**config.mk**
```make
export PLATFORM = sky130hd
export DESIGN_NAME = poly_voice_allocator_top
export DESIGN_NICKNAME = d
export VERILOG_FILES = /design/src/sv/pva_pkg.sv /design/src/sv/pva_ram.sv /design/src/sv/pva_ctrl.sv /design/src/sv/poly_voice_allocator_top.sv
export SDC_FILE = /design/constraint.sdc
export NUM_CORES = 1
export LEC_CHECK = 0
export BUFFER_PORTS_ARGS = -buffer_cell sky130_fd_sc_hd__buf_2
export CORE_AREA = 5 5 184 363
export CTS_CLUSTER_DIAMETER = 40
export CTS_CLUSTER_SIZE = 14
export DETAILED_ROUTE_END_ITERATION = 6
export DIE_AREA = 0 0 189 368
export PLACE_DENSITY = 0.71
export REMOVE_ABC_BUFFERS = 1
export SYNTH_ARGS = -nofsm -noshare
export SYNTH_HDL_FRONTEND = slang
export SYNTH_SLANG_ARGS = --single-unit
```
**constraint.sdc**
```tcl
create_clock -name clk -period 19.4 [get_ports clk]
set_input_delay 1.94 -clock clk [delete_from_list [all_inputs] [get_ports clk]]
set_output_delay 1.94 -clock clk [all_outputs]
set_load 0.05 [all_outputs]
```
**src/sv/pva_pkg.sv**
```systemverilog
package pva_pkg;

  // Voice table size and derived index width.
  localparam int MAX_VOICES = 16;
  localparam int IDX_W      = (MAX_VOICES > 1) ? $clog2(MAX_VOICES) : 1;

  // Field widths.
  localparam int NOTE_W  = 7;
  localparam int CTRL_W  = 7;
  localparam int LEVEL_W = 7;
  localparam int STAMP_W = 32;
  localparam int VIDX_W  = 4;
  localparam int COUNT_W = 5;
  localparam int ENTRY_W = NOTE_W + STAMP_W;

  // Configuration port.
  localparam int                ADDR_W           = 3;
  localparam int                DATA_W           = 32;
  localparam logic [ADDR_W-1:0] ADDR_VOICE_COUNT = 3'd0;
  localparam logic [COUNT_W-1:0] COUNT_INIT      = 5'd16;

  // Request kinds.
  localparam logic [1:0] REQ_NOTE_ON  = 2'd0;
  localparam logic [1:0] REQ_NOTE_OFF = 2'd1;
  localparam logic [1:0] REQ_CONTROL  = 2'd2;

  // Result actions.
  localparam logic ACT_START = 1'b0;
  localparam logic ACT_STOP  = 1'b1;

  // Controller and reset constants.
  localparam logic [CTRL_W-1:0]  CTRL_VOLUME = 7'd7;
  localparam logic [LEVEL_W-1:0] LEVEL_FULL  = 7'd127;
  localparam logic [STAMP_W-1:0] STAMP_INIT  = 32'd1;

  typedef struct packed {
    logic [1:0]        req_type;
    logic [NOTE_W-1:0] note_number;
    logic [CTRL_W-1:0] control_number;
    logic [CTRL_W-1:0] control_value;
  } req_t;

  typedef struct packed {
    logic               action;
    logic [VIDX_W-1:0]  voice_index;
    logic [NOTE_W-1:0]  played_note;
    logic [LEVEL_W-1:0] level;
    logic               stolen;
  } result_t;

  typedef struct packed {
    logic [NOTE_W-1:0]  note;
    logic [STAMP_W-1:0] stamp;
  } entry_t;

  typedef struct packed {
    logic             we;
    logic [IDX_W-1:0] waddr;
    entry_t           wdata;
    logic [IDX_W-1:0] raddr;
  } ram_cmd_t;

endpackage

```
**src/sv/pva_ram.sv**
```systemverilog
module pva_ram #(
  parameter int WIDTH = 8,
  parameter int DEPTH = 16
) (
  input  logic                                      clk,
  input  logic                                      we,
  input  logic [((DEPTH > 1) ? $clog2(DEPTH) : 1)-1:0] waddr,
  input  logic [WIDTH-1:0]                          wdata,
  input  logic [((DEPTH > 1) ? $clog2(DEPTH) : 1)-1:0] raddr,
  output logic [WIDTH-1:0]                          rdata
);

  logic [WIDTH-1:0] mem [DEPTH];

  always_ff @(posedge clk) begin
    if (we) begin
      mem[waddr] <= wdata;
    end
    rdata <= mem[raddr];
  end

endmodule

```
**src/sv/pva_ctrl.sv**
```systemverilog
module pva_ctrl
  import pva_pkg::*;
(
  input  logic               clk,
  input  logic               rst,
  input  logic               start,
  input  req_t               req,
  input  logic [COUNT_W-1:0] voice_count,
  output logic               busy,
  output result_t            result,
  output logic               result_valid,
  output ram_cmd_t           ram_cmd,
  input  entry_t             ram_rdata
);

  localparam logic ST_IDLE = 1'b0;
  localparam logic ST_SCAN = 1'b1;

  logic                 state;
  logic [MAX_VOICES-1:0] valid;
  logic [STAMP_W-1:0]   stamp_counter;
  logic [LEVEL_W-1:0]   volume;
  logic                 issue_on;
  logic [IDX_W-1:0]     scan_addr;
  logic                 chk_vld;
  logic [IDX_W-1:0]     chk_idx;
  logic [STAMP_W-1:0]   best_age;
  logic [IDX_W-1:0]     best_idx;
  req_t                 cur;

  logic                 accept;
  logic [IDX_W-1:0]     last_idx;
  logic                 free_any;
  logic [IDX_W-1:0]     free_idx;
  logic [STAMP_W-1:0]   age;
  logic                 take;
  logic [IDX_W-1:0]     pick_idx;
  logic                 is_last;
  logic                 match;
  logic                 steal_end;

  assign busy   = (state != ST_IDLE);
  assign accept = start && !busy;

  // Clamp the register to the range 1..MAX_VOICES and keep the last index.
  always_comb begin
    if (voice_count == '0) begin
      last_idx = '0;
    end else if (int'(voice_count) > MAX_VOICES) begin
      last_idx = IDX_W'(MAX_VOICES - 1);
    end else begin
      last_idx = IDX_W'(voice_count - COUNT_W'(1));
    end
  end

  // Lowest free voice within the active range.
  always_comb begin
    free_any = 1'b0;
    free_idx = '0;
    for (int i = MAX_VOICES - 1; i >= 0; i--) begin
      if (!valid[i] && (IDX_W'(i) <= last_idx)) begin
        free_any = 1'b1;
        free_idx = IDX_W'(i);
      end
    end
  end

  assign age       = stamp_counter - ram_rdata.stamp;
  assign take      = (chk_idx == '0) || (age > best_age);
  assign pick_idx  = take ? chk_idx : best_idx;
  assign is_last   = (chk_idx == last_idx);
  assign match     = valid[chk_idx] && (ram_rdata.note == cur.note_number);
  assign steal_end = (state == ST_SCAN) && chk_vld && (cur.req_type == REQ_NOTE_ON) && is_last;

  always_comb begin
    ram_cmd.raddr       = scan_addr;
    ram_cmd.we          = 1'b0;
    ram_cmd.waddr       = free_idx;
    ram_cmd.wdata.note  = req.note_number;
    ram_cmd.wdata.stamp = stamp_counter;
    if (accept && (req.req_type == REQ_NOTE_ON) && free_any) begin
      ram_cmd.we = 1'b1;
    end
    if (steal_end) begin
      ram_cmd.we         = 1'b1;
      ram_cmd.waddr      = pick_idx;
      ram_cmd.wdata.note = cur.note_number;
    end
  end

  // Control state.
  always_ff @(posedge clk) begin
    if (rst) begin
      state         <= ST_IDLE;
      valid         <= '0;
      stamp_counter <= STAMP_INIT;
      volume        <= LEVEL_FULL;
      issue_on      <= 1'b0;
      scan_addr     <= '0;
      chk_vld       <= 1'b0;
      result_valid  <= 1'b0;
    end else begin
      result_valid <= 1'b0;
      chk_vld      <= (state == ST_SCAN) && issue_on;
      case (state)
        ST_IDLE: begin
          if (accept) begin
            case (req.req_type)
              REQ_NOTE_ON: begin
                if (free_any) begin
                  valid[free_idx] <= 1'b1;
                  stamp_counter   <= stamp_counter + STAMP_W'(1);
                  result_valid    <= 1'b1;
                end else begin
                  state     <= ST_SCAN;
                  scan_addr <= '0;
                  issue_on  <= 1'b1;
                end
              end
              REQ_NOTE_OFF: begin
                state     <= ST_SCAN;
                scan_addr <= '0;
                issue_on  <= 1'b1;
              end
              REQ_CONTROL: begin
                if (req.control_number == CTRL_VOLUME) begin
                  volume <= req.control_value;
                end
              end
              default: ;
            endcase
          end
        end
        ST_SCAN: begin
          if (issue_on) begin
            if (scan_addr == last_idx) begin
              issue_on <= 1'b0;
            end else begin
              scan_addr <= scan_addr + IDX_W'(1);
            end
          end
          if (chk_vld) begin
            if (cur.req_type == REQ_NOTE_ON) begin
              if (is_last) begin
                valid[pick_idx] <= 1'b1;
                stamp_counter   <= stamp_counter + STAMP_W'(1);
                result_valid    <= 1'b1;
                state           <= ST_IDLE;
                issue_on        <= 1'b0;
                chk_vld         <= 1'b0;
              end
            end else if (match) begin
              valid[chk_idx] <= 1'b0;
              result_valid   <= 1'b1;
              state          <= ST_IDLE;
              issue_on       <= 1'b0;
              chk_vld        <= 1'b0;
            end else if (is_last) begin
              state    <= ST_IDLE;
              issue_on <= 1'b0;
              chk_vld  <= 1'b0;
            end
          end
        end
        default: state <= ST_IDLE;
      endcase
    end
  end

  // Payload registers.
  always_ff @(posedge clk) begin
    chk_idx <= scan_addr;
    if (accept) begin
      cur <= req;
      if ((req.req_type == REQ_NOTE_ON) && free_any) begin
        result.action      <= ACT_START;
        result.voice_index <= VIDX_W'(free_idx);
        result.played_note <= req.note_number;
        result.level       <= volume;
        result.stolen      <= 1'b0;
      end
    end
    if ((state == ST_SCAN) && chk_vld) begin
      if (cur.req_type == REQ_NOTE_ON) begin
        best_age <= take ? age : best_age;
        best_idx <= pick_idx;
        result.action      <= ACT_START;
        result.voice_index <= VIDX_W'(pick_idx);
        result.played_note <= cur.note_number;
        result.level       <= volume;
        result.stolen      <= 1'b1;
      end else begin
        result.action      <= ACT_STOP;
        result.voice_index <= VIDX_W'(chk_idx);
        result.played_note <= cur.note_number;
        result.level       <= '0;
        result.stolen      <= 1'b0;
      end
    end
  end

endmodule

```
**src/sv/poly_voice_allocator_top.sv**
```systemverilog
// A note-on that finds a free voice, and a control change, leave the allocator idle: the
// note-on's result strobe comes in the cycle after the transfer, a control change gives
// no result, and a new item may follow at once. A note-off or a note-on that steals scans
// the n active voices through the voice RAM, one read a cycle. Reset is synchronous and
// active high; it clears the voice valid bits and sets the stamp counter to one and the
// level to full, without a RAM clearing pass. The receiver cannot stall results.
module poly_voice_allocator_top
  import pva_pkg::*;
(
  input  logic              clk,
  input  logic              rst,
  input  logic              psel,
  input  logic              penable,
  input  logic              pwrite,
  input  logic [ADDR_W-1:0] paddr,
  input  logic [DATA_W-1:0] pwdata,
  output logic [DATA_W-1:0] prdata,
  output logic              pready,
  input  logic              start,
  input  req_t              req,
  output logic              busy,
  output result_t           result,
  output logic              result_valid
);

  logic [COUNT_W-1:0] voice_count;
  logic               cfg_write;
  ram_cmd_t           ram_cmd;
  entry_t             ram_rdata;

  // The configuration port answers every transfer in its access cycle.
  assign pready    = 1'b1;
  assign cfg_write = psel && penable && pwrite && pready;

  // Voice count. Writes must come only while the allocator is idle; this is unchecked.
  always_ff @(posedge clk) begin
    if (rst) begin
      voice_count <= COUNT_INIT;
    end else if (cfg_write && (paddr == ADDR_VOICE_COUNT)) begin
      voice_count <= pwdata[COUNT_W-1:0];
    end
  end

  assign prdata = (paddr == ADDR_VOICE_COUNT) ? DATA_W'(voice_count) : '0;

  // The controller owns the valid bits, the stamp counter and the level, and drives the
  // single read and write port of the voice RAM. A scan reads one entry per cycle and sees
  // its data in the next cycle; the only RAM write of an item happens as it finishes, before
  // the next item can issue a read, so no forwarding path is needed.
  pva_ctrl u_ctrl (
    .clk          (clk),
    .rst          (rst),
    .start        (start),
    .req          (req),
    .voice_count  (voice_count),
    .busy         (busy),
    .result       (result),
    .result_valid (result_valid),
    .ram_cmd      (ram_cmd),
    .ram_rdata    (ram_rdata)
  );

  // Each entry holds the note and the start stamp of one voice. Entries of free voices are
  // never consulted, so the RAM needs no reset.
  pva_ram #(
    .WIDTH (ENTRY_W),
    .DEPTH (MAX_VOICES)
  ) u_ram (
    .clk   (clk),
    .we    (ram_cmd.we),
    .waddr (ram_cmd.waddr),
    .wdata (ram_cmd.wdata),
    .raddr (ram_cmd.raddr),
    .rdata (ram_rdata)
  );

`ifndef SYNTHESIS
  // A stop result never carries a level or a steal flag.
  a_stop_clean: assert property (@(posedge clk) disable iff (rst)
    (result_valid && (result.action == ACT_STOP)) |-> ((result.level == '0) && !result.stolen))
    else $error("stop result carries level or steal flag");

  // A result follows either a transfer or a scan in progress.
  a_result_cause: assert property (@(posedge clk) disable iff (rst)
    result_valid |-> $past(busy || start))
    else $error("result without a transfer or scan");

  // Only note-on and note-off requests start a scan.
  a_scan_cause: assert property (@(posedge clk) disable iff (rst)
    $rose(busy) |-> ($past(start) && (($past(req.req_type) == REQ_NOTE_ON) ||
                                     ($past(req.req_type) == REQ_NOTE_OFF))))
    else $error("scan started by an unexpected request");
`endif

endmodule
```
* Word level (Yosys, flattened, before mapping)
Memory sizes are Yosys's and may differ from the RTL's. A register that Yosys moved wholly into a read port is not among the register bits. Cells that the tools add are included.
Word-level totals: bits in registers 137, bits in writable memories 624, input port bits 64, output and inout port bits 55, word-level logic and storage cells 239, memories kept 1
Operators by class: $add $sub $neg 4, $lt $le $gt $ge 24, eq/ne operators 18, multiplexer cells 104, bitwise logic cells 5, reduce and logical (&&, ||, !) cells 64
Memories:
- u_ram.mem | depth 16, width 39, rd ports 1, clocked after memory_dff 1, wr ports 1, line pva_ram.sv:13 | logic [WIDTH-1:0] mem [DEPTH];
Operators with widths (count):
- 32-bit two-way mux | 6
- 16-bit two-way mux | 7
- 4-bit two-way mux | 23
- 20-bit two-way mux | 4
- 32-bit case mux with 2 select lines | 1
- 1-bit two-way mux | 49
- 32-bit by 1-bit adder with 32-bit output, second input constant | 1
- 32-bit > comparator | 1
- 4-bit <= comparator, first input constant | 8
- 16-bit bitwise OR | 2
- 16-bit case mux with 2 select lines | 1
- 32-bit subtractor | 1
- 1-bit logical AND | 31
- 1-bit logical NOT | 17
- 16-bit AND | 1
- 3-bit by 4-bit <= comparator with 1-bit output, first input constant | 4
- 16-bit inverter | 1
- 4-bit case mux with 2 select lines | 2
- 4-bit by 5-bit < comparator with 1-bit output, second input constant | 3
- 1-bit demux with 4-bit select | 3
- 4-bit by 1-bit greater-or-equal comparator with 1-bit output, second input constant | 3
- 12-bit two-way mux | 1
- 6-bit AND reduction | 2
- 2-bit inequality test, second input constant | 5
- 27 further kinds | 42

* Logic depth before layout (Yosys ltp)
depth after elaboration 30, mapped depth 24, mapped depth without buffers 23

* Cells and area by module
Synthesis repeated with hierarchy kept, for this count alone.
Unflattened totals: cell total of the unflattened synthesis 2172, area total of the unflattened synthesis 34192.8 µm²
By module, submodules not included:
- pva_ram | times used 1, cells each 1014, area an instance 24185.7 µm², seq. area each 19518.7 µm²
- pva_ctrl | times used 1, cells each 1099, area an instance 9510.4 µm², seq. area each 3293.2 µm²
- poly_voice_allocator_top | times used 1, cells each 59, area an instance 496.7 µm², seq. area each 100.1 µm²

* Worst setup path after synthesis
OpenSTA, ideal clock, no wires.
path kind reg2reg, start register u_ctrl.stamp_counter[9], end memory u_ram.mem[0][0] in the netlist's numbering (enable), library setup time 0.435 ns, arrival time 6.626 ns, required time 18.965 ns, slack 12.339 ns, stages on the path, launching flop included 21, buffers on the path 0, period minus slack after synthesis 7.061 ns, cells stage by stage dfxtp_1 ha_1 a211o_1 or4_1 o21ba_2 o32ai_1 o21a_1 nor2_1 o2111ai_1 a21oi_1 xnor2_1 ha_1 nand4_1 nor4_1 o21ai_0 o2111ai_1 nand2_1 a21boi_0 mux2i_1 or3b_1 nor2_1
On the way: cells in the longest elaborated chain, start to end 5
RTL lines:
- start: declaration | line pva_ctrl.sv:21 | logic [STAMP_W-1:0] stamp_counter;
- start signal: assignment | line pva_ctrl.sv:112 | stamp_counter <= stamp_counter + STAMP_W'(1);
- start signal: assignment | line pva_ctrl.sv:146 | stamp_counter <= stamp_counter + STAMP_W'(1);
- 32-bit subtractor | line pva_ctrl.sv:68 | assign age = stamp_counter - ram_rdata.stamp;
- net u_ctrl.age[20] | line pva_ctrl.sv:35 | logic [STAMP_W-1:0] age;
- 32-bit > comparator | line pva_ctrl.sv:69 | assign take = (chk_idx == '0) || (age > best_age);
- 1-bit logical OR | line pva_ctrl.sv:69
- 4-bit two-way mux | line pva_ctrl.sv:70 | assign pick_idx = take ? chk_idx : best_idx;
- 12-bit two-way mux | line pva_ctrl.sv:84 | if (steal_end) begin
- end: declaration | line pva_ram.sv:13
The timed path passes the listed nets, and every way through them passes these cells.

* Final worst setup path
start register u_ctrl.stamp_counter[1], end memory u_ram.mem[1][34] in the netlist's numbering (enable)
On the way: cells in the longest elaborated chain, start to end 5
RTL lines:
- 32-bit subtractor | line pva_ctrl.sv:68
- net u_ctrl.age[29] | line pva_ctrl.sv:35
- 32-bit > comparator | line pva_ctrl.sv:69
- 1-bit logical OR | line pva_ctrl.sv:69
- 4-bit two-way mux | line pva_ctrl.sv:70
- net u_ctrl.pick_idx[3] | line pva_ctrl.sv:37 | logic [IDX_W-1:0] pick_idx;
- 12-bit two-way mux | line pva_ctrl.sv:84
The timed path passes the listed nets, and every way through them passes these cells.

==> results.tsv <==
stage	metric	value	unit
clock_tree	cts_tree	done	
outcome	status	finished, final reports clean	
drt	drc	0	
floorplan	fp.coreArea	63800	µm²
clock_tree	clk_path_buf_depth	3	
logic_synthesis	synth_edf_count	689	
logic_synthesis	syn_area	34600	µm²
min_path	min_to	u_ctrl.chk_vld$_SDFF_PP0_	
logic_synthesis	synth-async-reset-ratio	0	
clock_tree	holdBufCountCts	0	
floorplan	start_util	0.542	
drt	wl_per_cell	27.2	µm
setup_path	ff2ff_path_depth	20	
setup_path	crit_fanout	22	
drt	vias	21021	
min_path	min_path_cells	1	
clock_tree	cts.clk_slew.worst_paths	60	ps
drt	dr.pass1.iters	6	
pwr	power.leakage	13.1	nW
setup_path	critPathKind	reg -> reg	
timing	setup_violations	0	
setup_path	critPathLaunch	u_ctrl.stamp_counter[1]$_SDFFE_PP0P_	
floorplan	placementRows	131	
global_routing	antenna_found_initial	0	
drt	vias_per_cell	6.41	
logic_synthesis	yosys_register_bits	800	
drt	drt-initial-drc-count	1803	
place	gp_congestion	0.958	
timing	finalClockSkew	25.0	ps
global_routing	grtUsageTotal	0.252	
layout	nets	2558	
pwr	ir_worst_vdd	0.0000885	V
floorplan	io_pins	119	
layout	layout_commonest_cell	edfxtp_1	
logic_synthesis	synth-seq-area-share	0.662	
timing	fin_crit	8880	ps
clock_tree	htreeDepth	3	
timing	hold_viol	0	
place	hpwl	53300	µm
clock_tree	root_buffer	clkbuf_16	
place	io_buffers	63	
global_routing	gr-total-overflow	0	
floorplan	die_w	189	µm
clock_tree	cts_setup_buffers	0	
timing	rsz0062_at_grt	false	
setup_path	arrival	9140	ps
clock_tree	ctsResizeCount	0	
global_routing	grt_pass1_wl	131000	µm
setup_path	path_cells	ha_1 > nor2b_1 > o21a_1 > o21ai_0 > a21oi_1 > a41oi_1 > o2111ai_1 > a31o_2 > a21oi_1 > xnor2_1 > ha_1 > and4_1 > a221oi_1 > o2111ai_1 > nand2_1 > o2bb2a_1 > mux2i_2 > or3b_1 > nor2_4 > buf_4	
timing	worst_pin_slew	1220	ps
min_path	hold_start	u_ctrl.chk_vld$_SDFF_PP0_	
pwr	p_total	3.27	mW
flow_run	maxCapViolCount	0	
setup_path	crit_family	compound AO/OA/AOI/OAI gates	
layout	final_cell_mix	edfxtp_1 (689), nand2_1 (189), mux2i_1 (154), a21oi_1 (116), dfxtp_1 (107)	
timing	period_share	0.458	
setup_path	r2r_slack	10520	ps
logic_synthesis	yosysUniqueCellTypes	102	
global_routing	grt_max_degree	79	
timing	slew_viol_final	0	
layout	n_antenna_cell	0	
clock_tree	clkSinkCount	800	
floorplan	dieArea	69600	µm²
logic_synthesis	synthCells	2367	
timing	fmax	113	MHz
setup_path	required	19660	ps
clock_tree	cts-buffers-inserted	68	
clock_tree	insertion_delay	620	ps
setup_path	slowest_delay	890	ps
pwr	power_density	86.4	nW/µm²
timing	max-slew-margin-rel	0.187	
logic_synthesis	syn_area_per_cell	14.6	µm²
layout	drive_above_1_share	0.144	
drt	wl	89200	µm
drt	ant_nets	0	
setup_path	critPathBufInv	1	
setup_path	cp-start-kind	flop	
setup_path	cp-end-kind	flop	
min_path	min_path_type	reg -> reg	
setup_path	worstReg2RegStart	u_ctrl.stamp_counter[1]$_SDFFE_PP0P_	
layout	area_growth	9.46	%
setup_path	r2r-end	u_ram.mem[1][34]$_DFFE_PP_	
setup_path	worst_path_max_delay_cell	dfxtp_1	
floorplan	die_h	368	µm
timing	tns	0	ps
global_routing	grt_pass1_vias	21762	
logic_synthesis	ys_warn_count	0	
logic_synthesis	synth_ff_type	edfxtp_1	
cells in the mapped netlist, drive strengths merged (7+ instances only):
cell type	instances	share of area
clkbuf	68	0.0074
and3	10	0.0018
xor2	29	0.0073
mux2i	155	0.045
a211oi	12	0.0027
ha	67	0.024
mux2	29	0.0094
and4	7	0.0018
or2	10	0.0019
o31ai	10	0.0022
o21a	11	0.0024
o21ai	108	0.016
mux4	82	0.053
or3	12	0.0022
inv	96	0.010
xnor2	35	0.0089
o21bai	8	0.0017
nor3	18	0.0031
a31oi	8	0.0019
edfxtp	689	0.60
nand3	31	0.0046
dfxtp	111	0.064
o2111ai	9	0.0023
a221oi	43	0.011
buf	71	0.012
nand2	191	0.021
nor2	88	0.0098
a21oi	117	0.017
a22oi	49	0.011
nand2b	8	0.0017
and2	28	0.0051
a21o	20	0.0044
nand4	24	0.0045
nor2b	12	0.0022
o211ai	10	0.0023
worst register-to-register path: cells and delay by family (launching register included):
family	cells	cell delay, ps
AO/OA/AOI/OAI	10	3750
AND/OR/NAND/NOR	5	2280
flip-flops	1	890
adder cells (fa/ha/maj)	2	640
buffers and inverters	1	550
multiplexers	1	220
XOR/XNOR	1	170
layer usage:
metal,vias to the layer above,routed length [µm],track usage
li1,9171,-,-
met1,10662,30700,0.277
met2,941,48800,0.477
met3,247,5030,0.0288
met4,0,4610,0.126
met5,-,0,0
report_power, final:
| group | total (mW) | internal [mW] | switching, mW | leakage, nW |
|---|---|---|---|---|
| registers | 1.86 | 1.86 | 0.00746 | 7.68 |
| clock network | 1.32 | 0.724 | 0.600 | 0.991 |
| logic | 0.0857 | 0.0253 | 0.0603 | 4.44 |
cells by family after synthesis:
family	synth area share
other	0.000217
adders and majority gates	0.0257
and+or+nand+nor	0.0672
xor gates and xnor gates	0.0162
muxes	0.108
DFF	0.662
buffers and inverters	0.0301
AOI/OAI and AO/OA	0.0903
cell type report:
cell class              instances  area (µm²)
flip-flops and latches        800       22900
multi-input cells            1356       10900
well taps                     798         998
inverters                      98         368
clock inverters                11         191
repair buffers                102         608
clock buffers                 112        1890
fillers                      4667       25900
sequential cells by signal, summed over array words and instances, names as in the netlist:
register,flops
u_ram.mem,624
u_ram.rdata,39
u_ctrl.best_age,32
u_ctrl.stamp_counter,32
u_ctrl.result,20
u_ctrl.valid,16
u_ctrl.cur,9
u_ctrl.volume,7
voice_count,5
u_ctrl.best_idx,4
u_ctrl.chk_idx,4
u_ctrl.scan_addr,4
u_ctrl.busy,1
u_ctrl.chk_vld,1
u_ctrl.issue_on,1
u_ctrl.result_valid,1
worst max path at each step:
stage,to,slack [ps],cells after the start
3_3_place_gp,u_ram.mem[0][34]$_DFFE_PP_,10860,20
2_1_floorplan,u_ctrl.scan_addr[3]$_SDFFE_PP0P_,9260,5
3_5_place_dp,u_ram.mem[1][12]$_DFFE_PP_,10590,20
5_1_grt,u_ram.mem[1][8]$_DFFE_PP_,9940,20
4_1_cts,u_ram.mem[1][7]$_DFFE_PP_,10570,20
6_report,u_ram.mem[1][34]$_DFFE_PP_,10520,20
stage by stage:
step                hold WS, ps  cell area, µm²  utilization  cells  worst slack, ps
floorplan                   425           34000            -   2254             9260
global placement            446           35800        0.561   3154            10860
detailed placement          450           35800        0.561   3154            10590
CTS                         459           37900        0.594   3277            10570
global route                484           37900        0.594   3277             9940
finish                      466           37900        0.594   3277            10520
Note: power is estimated with default switching activity, not from simulation.
